**src/rtl/msxva_pkg.sv**
```systemverilog
// Types, codes and constants shared by the MSI-X vector allocator files.
`default_nettype none

package msxva_pkg;

  // Default depth of the vector table.
  localparam int MAX_VECTORS_DEF = 64;
  // Largest value the table size register can encode.
  localparam int SIZE_MAX = 127;
  // Index width able to address every entry the size register can reach.
  localparam int IDX_W_MAX = 7;

  localparam logic [6:0]  TABLE_SIZE_RST = 7'd64;
  localparam logic [7:0]  APIC_ID_RST    = 8'd0;
  localparam logic [31:0] MSG_ADDR_BASE  = 32'hFEE0_0000;
  localparam int          APIC_SHIFT     = 12;

  localparam logic OP_ALLOC = 1'b0;
  localparam logic OP_FREE  = 1'b1;

  localparam logic [0:0] CFG_TABLE_SIZE = 1'b0;
  localparam logic [0:0] CFG_APIC_ID    = 1'b1;

  typedef enum logic [1:0] {
    ST_OK         = 2'd0,
    ST_NO_HANDLER = 2'd1,
    ST_FULL       = 2'd2,
    ST_RANGE      = 2'd3
  } status_t;

  typedef struct packed {
    logic        opcode;
    logic        handler_valid;
    logic [7:0]  irq_number;
    logic [10:0] free_vector;
  } req_t;

  typedef struct packed {
    status_t     status;
    logic [5:0]  granted_vector;
    logic [31:0] address_low;
    logic [7:0]  message_value;
    logic        entry_masked;
  } rsp_t;

  typedef struct packed {
    logic [7:0] destination;
    logic [7:0] data;
    logic       mask;
  } entry_t;

  typedef struct packed {
    logic                 en;
    logic                 set;
    logic [IDX_W_MAX-1:0] idx;
  } map_upd_t;

  typedef struct packed {
    logic                 found;
    logic [IDX_W_MAX-1:0] idx;
  } map_res_t;

endpackage

`default_nettype wire

```
**src/rtl/msxva_free_map.sv**
```systemverilog
// Used flags of the vector table and the two-level lowest-free-entry search.
`default_nettype none

module msxva_free_map #(
  parameter int NUM_ENTRIES = msxva_pkg::MAX_VECTORS_DEF
) (
  input  wire logic               clk,
  input  wire logic               rst_n,
  input  wire logic [6:0]         table_size,
  input  wire msxva_pkg::map_upd_t upd,
  output msxva_pkg::map_res_t      res
);

  localparam int GRP   = 8;
  localparam int OFF_W = $clog2(GRP);
  localparam int NGRP  = (NUM_ENTRIES + GRP - 1) / GRP;
  localparam int IDX_W = (NUM_ENTRIES > 1) ? $clog2(NUM_ENTRIES) : 1;

  logic [NUM_ENTRIES-1:0] used_r, used_nxt;
  logic [NGRP*GRP-1:0]    used_pad;
  logic [NGRP-1:0]        grp_any_r, grp_any_nxt;
  logic [OFF_W-1:0]       grp_off_r   [NGRP];
  logic [OFF_W-1:0]       grp_off_nxt [NGRP];

  always_comb begin
    used_nxt = used_r;
    if (upd.en) begin
      used_nxt[upd.idx[IDX_W-1:0]] = upd.set;
    end
  end

  always_ff @(posedge clk) begin
    if (!rst_n) begin
      used_r <= '0;
    end else begin
      used_r <= used_nxt;
    end
  end

  // First level: lowest free entry within each group of eight.
  // Padding entries count as used.
  always_comb begin
    used_pad = '1;
    used_pad[NUM_ENTRIES-1:0] = used_r;
    for (int g = 0; g < NGRP; g++) begin
      grp_any_nxt[g] = 1'b0;
      grp_off_nxt[g] = '0;
      for (int b = GRP - 1; b >= 0; b--) begin
        if (!used_pad[g*GRP+b] && (7'(g*GRP+b) < table_size)) begin
          grp_any_nxt[g] = 1'b1;
          grp_off_nxt[g] = OFF_W'(b);
        end
      end
    end
  end

  always_ff @(posedge clk) begin
    grp_any_r <= grp_any_nxt;
    grp_off_r <= grp_off_nxt;
  end

  // Second level: lowest group holding a free entry.
  always_comb begin
    res = '0;
    for (int g = NGRP - 1; g >= 0; g--) begin
      if (grp_any_r[g]) begin
        res.found = 1'b1;
        res.idx   = msxva_pkg::IDX_W_MAX'(g*GRP) | msxva_pkg::IDX_W_MAX'(grp_off_r[g]);
      end
    end
  end

endmodule

`default_nettype wire

```
**src/rtl/msxva_entry_table.sv**
```systemverilog
// Vector table memory: one write port and one registered read port.
`default_nettype none

module msxva_entry_table #(
  parameter int NUM_ENTRIES = msxva_pkg::MAX_VECTORS_DEF
) (
  input  wire logic                              clk,
  input  wire logic                              we,
  input  wire logic [msxva_pkg::IDX_W_MAX-1:0]   waddr,
  input  wire msxva_pkg::entry_t                 wdata,
  input  wire logic                              re,
  input  wire logic [msxva_pkg::IDX_W_MAX-1:0]   raddr,
  output msxva_pkg::entry_t                      rdata
);

  localparam int IDX_W = (NUM_ENTRIES > 1) ? $clog2(NUM_ENTRIES) : 1;

  msxva_pkg::entry_t mem [NUM_ENTRIES];
  msxva_pkg::entry_t rdata_r;

  always_ff @(posedge clk) begin
    if (we) begin
      mem[waddr[IDX_W-1:0]] <= wdata;
    end
    if (re) begin
      rdata_r <= mem[raddr[IDX_W-1:0]];
    end
  end

  assign rdata = rdata_r;

endmodule

`default_nettype wire

```
**src/rtl/msix_vector_allocator.sv**
```systemverilog
// MSI-X vector allocator: allocates and frees entries of an MSI-X vector table.
//
// Each request either allocates the lowest free table entry below the
// configured table size (opcode 0) or frees a given entry (opcode 1). It
// returns exactly one result. A request passes through S_SRCH, S_READ and
// S_DONE before its result is loaded into the output register. The first
// level of the free-entry search, one level per group of eight used flags,
// is registered every cycle, so it is already settled at the acceptance
// edge. In S_SRCH the block finishes the search over the groups and writes
// the entry table. In S_READ it reads the entry back through the table's
// registered read port, and in S_DONE it loads the result and returns to
// idle. It must be idle to accept the next request, so it cannot take a
// new request before it is through with the last one. The output register
// lets the next request be accepted while an earlier result is still
// waiting to be taken. A result that cannot yet be loaded holds the block
// in its last step, which stalls the input for as long as the result side
// stalls. The used flags are flip-flops cleared by reset, so the table
// needs no clearing pass and is ready in the first cycle after reset.
// Table size and APIC id must only be written while the block is idle.
`default_nettype none

module msix_vector_allocator #(
  parameter int MAX_VECTORS = msxva_pkg::MAX_VECTORS_DEF
) (
  input  wire logic            clk,
  input  wire logic            rst_n,
  input  wire logic            in_valid,
  output logic                 in_stall,
  input  wire msxva_pkg::req_t in_data,
  output logic                 out_valid,
  input  wire logic            out_stall,
  output msxva_pkg::rsp_t      out_data,
  input  wire logic            cfg_we,
  input  wire logic [0:0]      cfg_index,
  input  wire logic [7:0]      cfg_wdata
);

  // Entries beyond the largest encodable table size can never be reached.
  localparam int REACH = (MAX_VECTORS < msxva_pkg::SIZE_MAX) ? MAX_VECTORS
                                                            : msxva_pkg::SIZE_MAX;

  typedef enum logic [3:0] {
    S_IDLE = 4'b0001,
    S_SRCH = 4'b0010,
    S_READ = 4'b0100,
    S_DONE = 4'b1000
  } fsm_t;

  fsm_t                                state_r, state_nxt;
  logic [6:0]                          table_size_r, table_size_nxt;
  logic [7:0]                          apic_id_r, apic_id_nxt;
  msxva_pkg::req_t                     req_r;
  msxva_pkg::status_t                  status_r, status_nxt;
  logic [msxva_pkg::IDX_W_MAX-1:0]     idx_r, idx_nxt;
  logic                                out_valid_r, out_valid_nxt;
  msxva_pkg::rsp_t                     out_data_r, out_data_nxt;

  logic                                in_accept;
  logic                                out_load;
  logic                                free_in_range;
  msxva_pkg::map_upd_t                 map_upd;
  msxva_pkg::map_res_t                 map_res;
  logic                                tbl_we;
  msxva_pkg::entry_t                   tbl_wdata;
  logic                                tbl_re;
  msxva_pkg::entry_t                   tbl_rdata;

  msxva_free_map #(
    .NUM_ENTRIES (REACH)
  ) u_free_map (
    .clk        (clk),
    .rst_n      (rst_n),
    .table_size (table_size_r),
    .upd        (map_upd),
    .res        (map_res)
  );

  msxva_entry_table #(
    .NUM_ENTRIES (REACH)
  ) u_entry_table (
    .clk   (clk),
    .we    (tbl_we),
    .waddr (idx_nxt),
    .wdata (tbl_wdata),
    .re    (tbl_re),
    .raddr (idx_r),
    .rdata (tbl_rdata)
  );

  assign in_stall  = (state_r != S_IDLE);
  assign in_accept = in_valid && !in_stall;
  assign out_valid = out_valid_r;
  assign out_data  = out_data_r;

  // A free must name an index below both the table size and the table depth.
  assign free_in_range = ({4'b0000, table_size_r} > req_r.free_vector) &&
                         (req_r.free_vector < 11'(REACH));

  // Configuration writes.
  always_comb begin
    table_size_nxt = table_size_r;
    apic_id_nxt    = apic_id_r;
    if (cfg_we) begin
      case (cfg_index)
        msxva_pkg::CFG_TABLE_SIZE: table_size_nxt = cfg_wdata[6:0];
        msxva_pkg::CFG_APIC_ID:    apic_id_nxt    = cfg_wdata;
        default: begin
        end
      endcase
    end
  end

  // Request sequencer.
  always_comb begin
    state_nxt  = state_r;
    status_nxt = status_r;
    idx_nxt    = idx_r;
    map_upd    = '0;
    tbl_we     = 1'b0;
    tbl_wdata  = '0;
    tbl_re     = 1'b0;
    out_load   = 1'b0;
    case (state_r)
      S_IDLE: begin
        if (in_accept) begin
          state_nxt = S_SRCH;
        end
      end
      S_SRCH: begin
        // The search result, the used flag and the table write all settle here.
        state_nxt = S_READ;
        idx_nxt   = '0;
        if (req_r.opcode == msxva_pkg::OP_ALLOC) begin
          if (!req_r.handler_valid) begin
            status_nxt = msxva_pkg::ST_NO_HANDLER;
          end else if (!map_res.found) begin
            status_nxt = msxva_pkg::ST_FULL;
          end else begin
            status_nxt            = msxva_pkg::ST_OK;
            idx_nxt               = map_res.idx;
            map_upd.en            = 1'b1;
            map_upd.set           = 1'b1;
            map_upd.idx           = map_res.idx;
            tbl_we                = 1'b1;
            tbl_wdata.destination = apic_id_r;
            tbl_wdata.data        = req_r.irq_number;
            tbl_wdata.mask        = 1'b0;
          end
        end else begin
          if (free_in_range) begin
            status_nxt     = msxva_pkg::ST_OK;
            idx_nxt        = req_r.free_vector[msxva_pkg::IDX_W_MAX-1:0];
            map_upd.en     = 1'b1;
            map_upd.set    = 1'b0;
            map_upd.idx    = req_r.free_vector[msxva_pkg::IDX_W_MAX-1:0];
            tbl_we         = 1'b1;
            tbl_wdata.mask = 1'b1;
          end else begin
            status_nxt = msxva_pkg::ST_RANGE;
          end
        end
      end
      S_READ: begin
        // Read back the entry just written; only successful requests need it.
        tbl_re    = (status_r == msxva_pkg::ST_OK);
        state_nxt = S_DONE;
      end
      S_DONE: begin
        if (!out_valid_r || !out_stall) begin
          out_load  = 1'b1;
          state_nxt = S_IDLE;
        end
      end
      default: begin
        state_nxt = S_IDLE;
      end
    endcase
  end

  // Result formation. A failed request reports zeros in every field but status.
  // An unmasked entry is in use and carries the full message address.
  always_comb begin
    out_data_nxt        = '0;
    out_data_nxt.status = status_r;
    if (status_r == msxva_pkg::ST_OK) begin
      out_data_nxt.granted_vector = 6'(idx_r);
      out_data_nxt.message_value  = tbl_rdata.data;
      out_data_nxt.entry_masked   = tbl_rdata.mask;
      if (!tbl_rdata.mask) begin
        out_data_nxt.address_low = msxva_pkg::MSG_ADDR_BASE |
                                   (32'(tbl_rdata.destination) << msxva_pkg::APIC_SHIFT);
      end
    end
  end

  always_comb begin
    out_valid_nxt = out_valid_r;
    if (out_load) begin
      out_valid_nxt = 1'b1;
    end else if (out_valid_r && !out_stall) begin
      out_valid_nxt = 1'b0;
    end
  end

  always_ff @(posedge clk) begin
    if (!rst_n) begin
      state_r      <= S_IDLE;
      table_size_r <= msxva_pkg::TABLE_SIZE_RST;
      apic_id_r    <= msxva_pkg::APIC_ID_RST;
      out_valid_r  <= 1'b0;
    end else begin
      state_r      <= state_nxt;
      table_size_r <= table_size_nxt;
      apic_id_r    <= apic_id_nxt;
      out_valid_r  <= out_valid_nxt;
    end
  end

  always_ff @(posedge clk) begin
    if (in_accept) begin
      req_r <= in_data;
    end
    status_r <= status_nxt;
    idx_r    <= idx_nxt;
    if (out_load) begin
      out_data_r <= out_data_nxt;
    end
  end

endmodule

`default_nettype wire

```
**config.mk**
```make
export PLATFORM = sky130hd
export DESIGN_NAME = msix_vector_allocator
export DESIGN_NICKNAME = d
export VERILOG_FILES = /design/src/rtl/msxva_pkg.sv /design/src/rtl/msxva_free_map.sv /design/src/rtl/msxva_entry_table.sv /design/src/rtl/msix_vector_allocator.sv
export SDC_FILE = /design/constraint.sdc
export NUM_CORES = 1
export LEC_CHECK = 0
export BUFFER_PORTS_ARGS = -buffer_cell sky130_fd_sc_hd__buf_4
export CORE_MARGIN = 10
export CORE_UTILIZATION = 55
export DETAILED_ROUTE_END_ITERATION = 16
export GPL_TIMING_DRIVEN = 0
export PLACE_DENSITY = 0.71
export SETUP_SLACK_MARGIN = 0.5
export SLEW_MARGIN = 20
export SYNTH_ARGS = -nofsm -noshare
export SYNTH_HDL_FRONTEND = slang
export SYNTH_SLANG_ARGS = --single-unit
```
**constraint.sdc**
```tcl
create_clock -name clk -period 9.9 [get_ports clk]
set_clock_uncertainty 0.05 [all_clocks]
set_input_delay 0.99 -clock clk [delete_from_list [all_inputs] [get_ports clk]]
set_output_delay 0.99 -clock clk [all_outputs]
set_load 0.05 [all_outputs]
```
=== Word level (Yosys, flattened, before mapping) ===
Memory sizes are Yosys's and may differ from the RTL's. A register that Yosys moved wholly into a read port is not among the register bits.
Index checks and enable logic that the tools add are counted.

* Logic and storage cells: 403
* Bits in writable memories: 1,088
* Memories: 1
* Bits of input ports: 35
* Flip-flop bits (word level): 194
* Output and inout bits: 51

* Reductions and logical operators: 166
* Multiplexer cells: 110
* Bitwise logic cells: 2
* Equality and inequality tests: 7
* Order comparisons: 68

{| class="wikitable"
|+ Memories
! memory !! depth !! width !! rd ports !! clocked after Yosys merged registers in !! wr ports !! RTL line !! RTL
|-
| u_entry_table.mem || 64 || 17 || 1 || 1 || 1 || msxva_entry_table.sv:18 || <nowiki>msxva_pkg::entry_t mem [NUM_ENTRIES];</nowiki>
|}

{| class="wikitable"
|+ Operator list
! operator !! count
|-
| 6-bit by 7-bit < comparator with 1-bit output (first input constant) || 32
|-
| 5-bit by 7-bit < comparator with 1-bit output (first input constant) || 16
|-
| 3-bit two-way mux || 32
|-
| 1-bit logical AND || 68
|-
| 1-bit zero test || 67
|-
| 64-bit bitwise mux || 1
|-
| 8-bit two-way mux || 8
|-
| 4-bit by 7-bit < comparator with 1-bit output (first input constant) || 8
|-
| 7-bit OR reduction || 8
|-
| 17-bit two-way mux || 3
|-
| 9-bit two-way mux || 5
|-
| 2-bit two-way mux || 20
|-
| 32-bit two-way mux || 1
|-
| 4-bit OR reduction || 8
|-
| 1-bit two-way mux || 30
|-
| 6-bit two-way mux || 5
|-
| 3-bit by 7-bit < comparator with 1-bit output (first input constant) || 4
|-
| 2-bit OR reduction || 9
|-
| 16-bit two-way mux || 1
|-
| 4-bit one-hot mux with 4 select lines || 1
|-
| 1-bit by 7-bit < comparator with 1-bit output (first input constant) || 2
|-
| 2-bit by 7-bit < comparator with 1-bit output (first input constant) || 2
|-
| 7-bit by 11-bit greater-than comparator with 1-bit output || 1
|-
| 11-bit by 7-bit < comparator with 1-bit output (second input constant) || 1
|-
| other kinds (15) || 20
|}

=== Depth between registers and ports, before layout ===
* Depth in word-level cells: 17
* Mapped depth: 13
* Gate-level depth less buffers: 10

=== Cells and area by module ===
A second synthesis with hierarchy kept.

* Cell total of the unflattened synthesis: 2,931
* Area, all modules: 51,308.0 um2

{| class="wikitable"
|+ By module, submodules not included
! module !! cells each !! sequential area each (um2) !! times used !! area each (um2)
|-
| msxva_entry_table || 1,953 || 33,181.8 || 1 || 42,520.8
|-
| msxva_free_map || 703 || 1,921.8 || 1 || 5,430.2
|-
| msix_vector_allocator || 275 || 2,011.9 || 1 || 3,357.0
|}

=== Least setup slack after synthesis ===
No wires, ideal clock.

* Path kind: register -> register
* Start: register table_size_r[0]
* End: memory u_entry_table.mem[0][0] (netlist bit) (data pin)
* Setup time: 721 ps
* Period minus slack after synthesis: 4,636 ps
* Stages on the path, launching flop included: 7
* Path buffers: 1
* Required time: 9,129 ps
* Data arrival time: 3,865 ps
* Path slack: 5,264 ps
* Cell sequence: dfxtp_1 -> clkbuf_1 -> inv_1 -> ha_1 -> nand3_1 -> o211ai_1 -> a211oi_1

{| class="wikitable"
|+ RTL lines
! item !! RTL line !! RTL
|-
| from (decl) || msix_vector_allocator.sv:50 || <nowiki>logic [6:0] table_size_r, table_size_nxt;</nowiki>
|-
| from (signal assigned) || msix_vector_allocator.sv:208 || <nowiki>table_size_r <= msxva_pkg::TABLE_SIZE_RST;</nowiki>
|-
| from (signal assigned) || msix_vector_allocator.sv:213 || <nowiki>table_size_r <= table_size_nxt;</nowiki>
|-
| to (decl) || msxva_entry_table.sv:18 ||
|}

=== Worst setup path after layout ===
* Start: register u_free_map.grp_any_r[0]
* End: memory u_entry_table.mem[23][4] (netlist bit), enable pin

* Cells in the longest elaborated chain, start to end: 7

{| class="wikitable"
|+ RTL lines
! item !! RTL line !! RTL
|-
| from (decl) || msxva_free_map.sv:21 || <nowiki>logic [NGRP-1:0] grp_any_r, grp_any_nxt;</nowiki>
|-
| from (signal assigned) || msxva_free_map.sv:58 || <nowiki>grp_any_r <= grp_any_nxt;</nowiki>
|-
| 8-bit two-way mux * || msxva_free_map.sv:66 || <nowiki>if (grp_any_r[g]) begin</nowiki>
|-
| 1-bit two-way mux || msix_vector_allocator.sv:136 || <nowiki>end else if (!map_res.found) begin</nowiki>
|-
| 1-bit two-way mux || msix_vector_allocator.sv:134 || <nowiki>if (!req_r.handler_valid) begin</nowiki>
|-
| 1-bit two-way mux || msix_vector_allocator.sv:133 || <nowiki>if (req_r.opcode == msxva_pkg::OP_ALLOC) begin</nowiki>
|-
| 1-bit two-way mux || msix_vector_allocator.sv:123 || <nowiki>case (state_r)</nowiki>
|-
| 1-bit two-way mux || msxva_entry_table.sv:22 || <nowiki>if (we) begin</nowiki>
|-
| 1-bit two-way mux (implied by the code) || msxva_entry_table.sv:23 || <nowiki>mem[waddr[IDX_W-1:0]] <= wdata;</nowiki>
|}

Every way passes the cells marked *; elsewhere a longest branch is shown, timed or not.

==> qor.csv <==
metric,value,unit
status,finished clean,
max_stage_delay,0.83,ns
drive_gt1_share,28.2,%
die_h,322,microns
area_growth,14.8,%
rrSetupSlack,4.95,ns
final_cells,4089,
syn_inst,2526,
min_path_type,primary input to flip-flop,
min_path_cells,1,
worst_pin_slew,1.21,ns
detail_route.iter0.violations,3757,
die_x,322,microns
synth-edff-count,1154,
startpoint,u_free_map.grp_any_r[0],
synth_top_area_cell,edfxtp_1,
cp-end-kind,flip-flop,
r2r-start,u_free_map.grp_any_r[0],
synth.top_cell.area_share,69.0,%
min_period_over_period,50.0,%
final.setup.tns,0,ns
max_cap_violations,0,
ys_seq_area_share,73.9,%
vias_per_cell,6.53,
rows,110,
postRouteAntennaNets,0,
fillers,6097,
ir_worst_vdd,174,uV
dr.pass1.iters,5,
mostFrequentLayoutCells,"edfxtp_1 (1154), mux4_2 (357), clkbuf_16 (135)",
drc,0,
post_cts_resized,0,
cts_tree,yes,
ys.flop_type,edfxtp_1,
crit_cells,8,
layout_commonest_cell,edfxtp_1,
worstPathArrival,5.26,ns
ys_top_cells_by_area,"edfxtp_1 (69%), mux4_2 (16%), dfxtp_1 (4.9%), mux2i_1 (1.2%), a21oi_1 (0.79%)",
crit_family,simple AND/OR/NAND/NOR gates,
grt_max_degree,65,
hold_viol_final,0,
worstSetupPathType,flip-flop to flip-flop,
antenna_found_initial,3,
post-cts-setup-buffers,0,
ctsHtreeMaxLevel,4,
path_max_fanout,18,
yosysUniqueCellTypes,72,
clockBufferDepth,3,
path_buf_inv,2,
fin_nets,2851,
slew_viol_final,0,
cts_hold_buf,0,
dieArea,104000,sq um
slew_headroom,19.0,%
final-setup-viol-count,0,
grt_pass1_wl,191,mm
dp_cells,3852,
fmax,202,MHz
ff2ff_path_depth,8,
cts_root_buf,clkbuf_16,
hold_path_startpoint,in_data[14],
synth_seq_cells,1276,
gp_congestion,0.935,
worstSetupStartpointType,flip-flop,
grt_pass1_vias,26800,
start_util,55.6,%
core,90300,sq um
vias,26700,
syn_avg_cell_area,19.9,sq um
grt-ovfl-total,0,
clk_latency,0.75,ns
leakage,16.2,nW
power_density,190,nW/um^2
cts_buffers,131,
syn_area,50200,sq um
crit_chain,clkbuf_1 -> or4_4 -> o211ai_1 -> a211oi_2 -> a211oi_1 -> buf_2 -> nand2_1 -> nor2_4,
gr-usage-all-layers,25.9,%
synth.yosys.warnings,0,
dp_hpwl,90.5,mm
io_pins,86,
critPathSlowestCell,nor2_4,
critical_path_required,10.21,ns
avgRoutedWirePerCell,32.6,microns
rsz0062_at_grt,no,
place_area,53600,sq um
final_area,57700,sq um
synthArstFlopShare,0,%
routed_wirelength,133,mm
portBuffers,69,
clock-sinks,1276,
min_period,4.95,ns
cts.clk_slew.worst_paths,0.06,ns
flip-flops by register name (all words and copies together), names as in the netlist, 4 cells and up:
name                  flops
u_free_map.grp_off_r     24
u_free_map.grp_any_r      8
u_entry_table.rdata      17
state_r                   4
table_size_r              7
req_r                    21
u_entry_table.mem      1088
u_free_map.used_pad      64
apic_id_r                 8
idx_r                     6
out_data                 26
synth_stat cells (all sizes together), types with 6 or more instances:
cell	number
nor4	8
and2	50
edfxtp	1154
a22oi	6
nor2b	36
o2111ai	8
mux2i	60
ha	7
o22ai	6
clkbuf	92
mux4	357
dfxtp	122
a2111oi	6
a21oi	79
nand3b	8
nand3	35
nor3	16
o31ai	6
a21o	7
a21boi	18
nand2b	14
inv	26
nor2	99
and3	6
or3	6
a211oi	12
o211ai	7
buf	67
o21ai	35
nand2	100
nand4	17
per-layer routing:
layer  vias up  global-route usage, %  wire [microns]
met5         -                      0              25
met4         4                   8.87            4450
met3       227                   5.51           12300
met2      1449                   40.5           63500
met1     14100                   36.2           53000
li1      10900                      -               -
through the flow:
stage | total power, mW | hold slack, ns | util [%] | setup slack (ns)
after CTS | 11.0 | 0.325 | 63.9 | 5.11
final | 10.9 | 0.373 | 63.9 | 4.95
after global placement | 6.30 | 0.398 | 57.9 | 2.16
after floorplan | 6.18 | 0.382 | - | 5.26
after detailed placement | 6.31 | 0.415 | 59.3 | 5.16
after global routing | 11.2 | 0.350 | 63.9 | 4.82
cell families (layout without fill, tap and decap cells):
group	Yosys count	in the layout	synth area share [%]
mux	417	417	17.2
buf+inv	186	559	1.63
compound gates	229	229	3.03
simple gates	410	410	4.09
fa+ha+maj	7	7	0.174
flops	1276	1276	73.9
other cells	1	15	0.00747
where the power goes:
group / internal (mW) / switching (mW) / total, mW
sequential: 5.82 / 0.0162 / 5.83
clock: 2.70 / 2.04 / 4.75
combinational: 0.136 / 0.231 / 0.367
total: 8.66 / 2.29 / 10.9
final timing paths:
| path | to |
|---|---|
| hold / removal | req_r[14] |
| setup / recovery | u_entry_table.mem[23][4] |
| setup reg to reg | u_entry_table.mem[23][4] |
| hold reg to reg | apic_id_r[6] |
layout make-up:
cell class | count | area, sq um | share of cell area (%)
diodes | 1 | 2.50 | 0.00434
plain buffers | 159 | 733 | 1.27
clock buffers | 164 | 3510 | 6.08
clock inverters | 72 | 591 | 1.02
inverters | 27 | 101 | 0.176
multi-input cells | 1077 | 12700 | 22.1
flip-flops and latches | 1276 | 37100 | 64.3
well taps | 1176 | 1470 | 2.55
repair buffers | 137 | 1420 | 2.45
(Power assumes the default switching activity.)
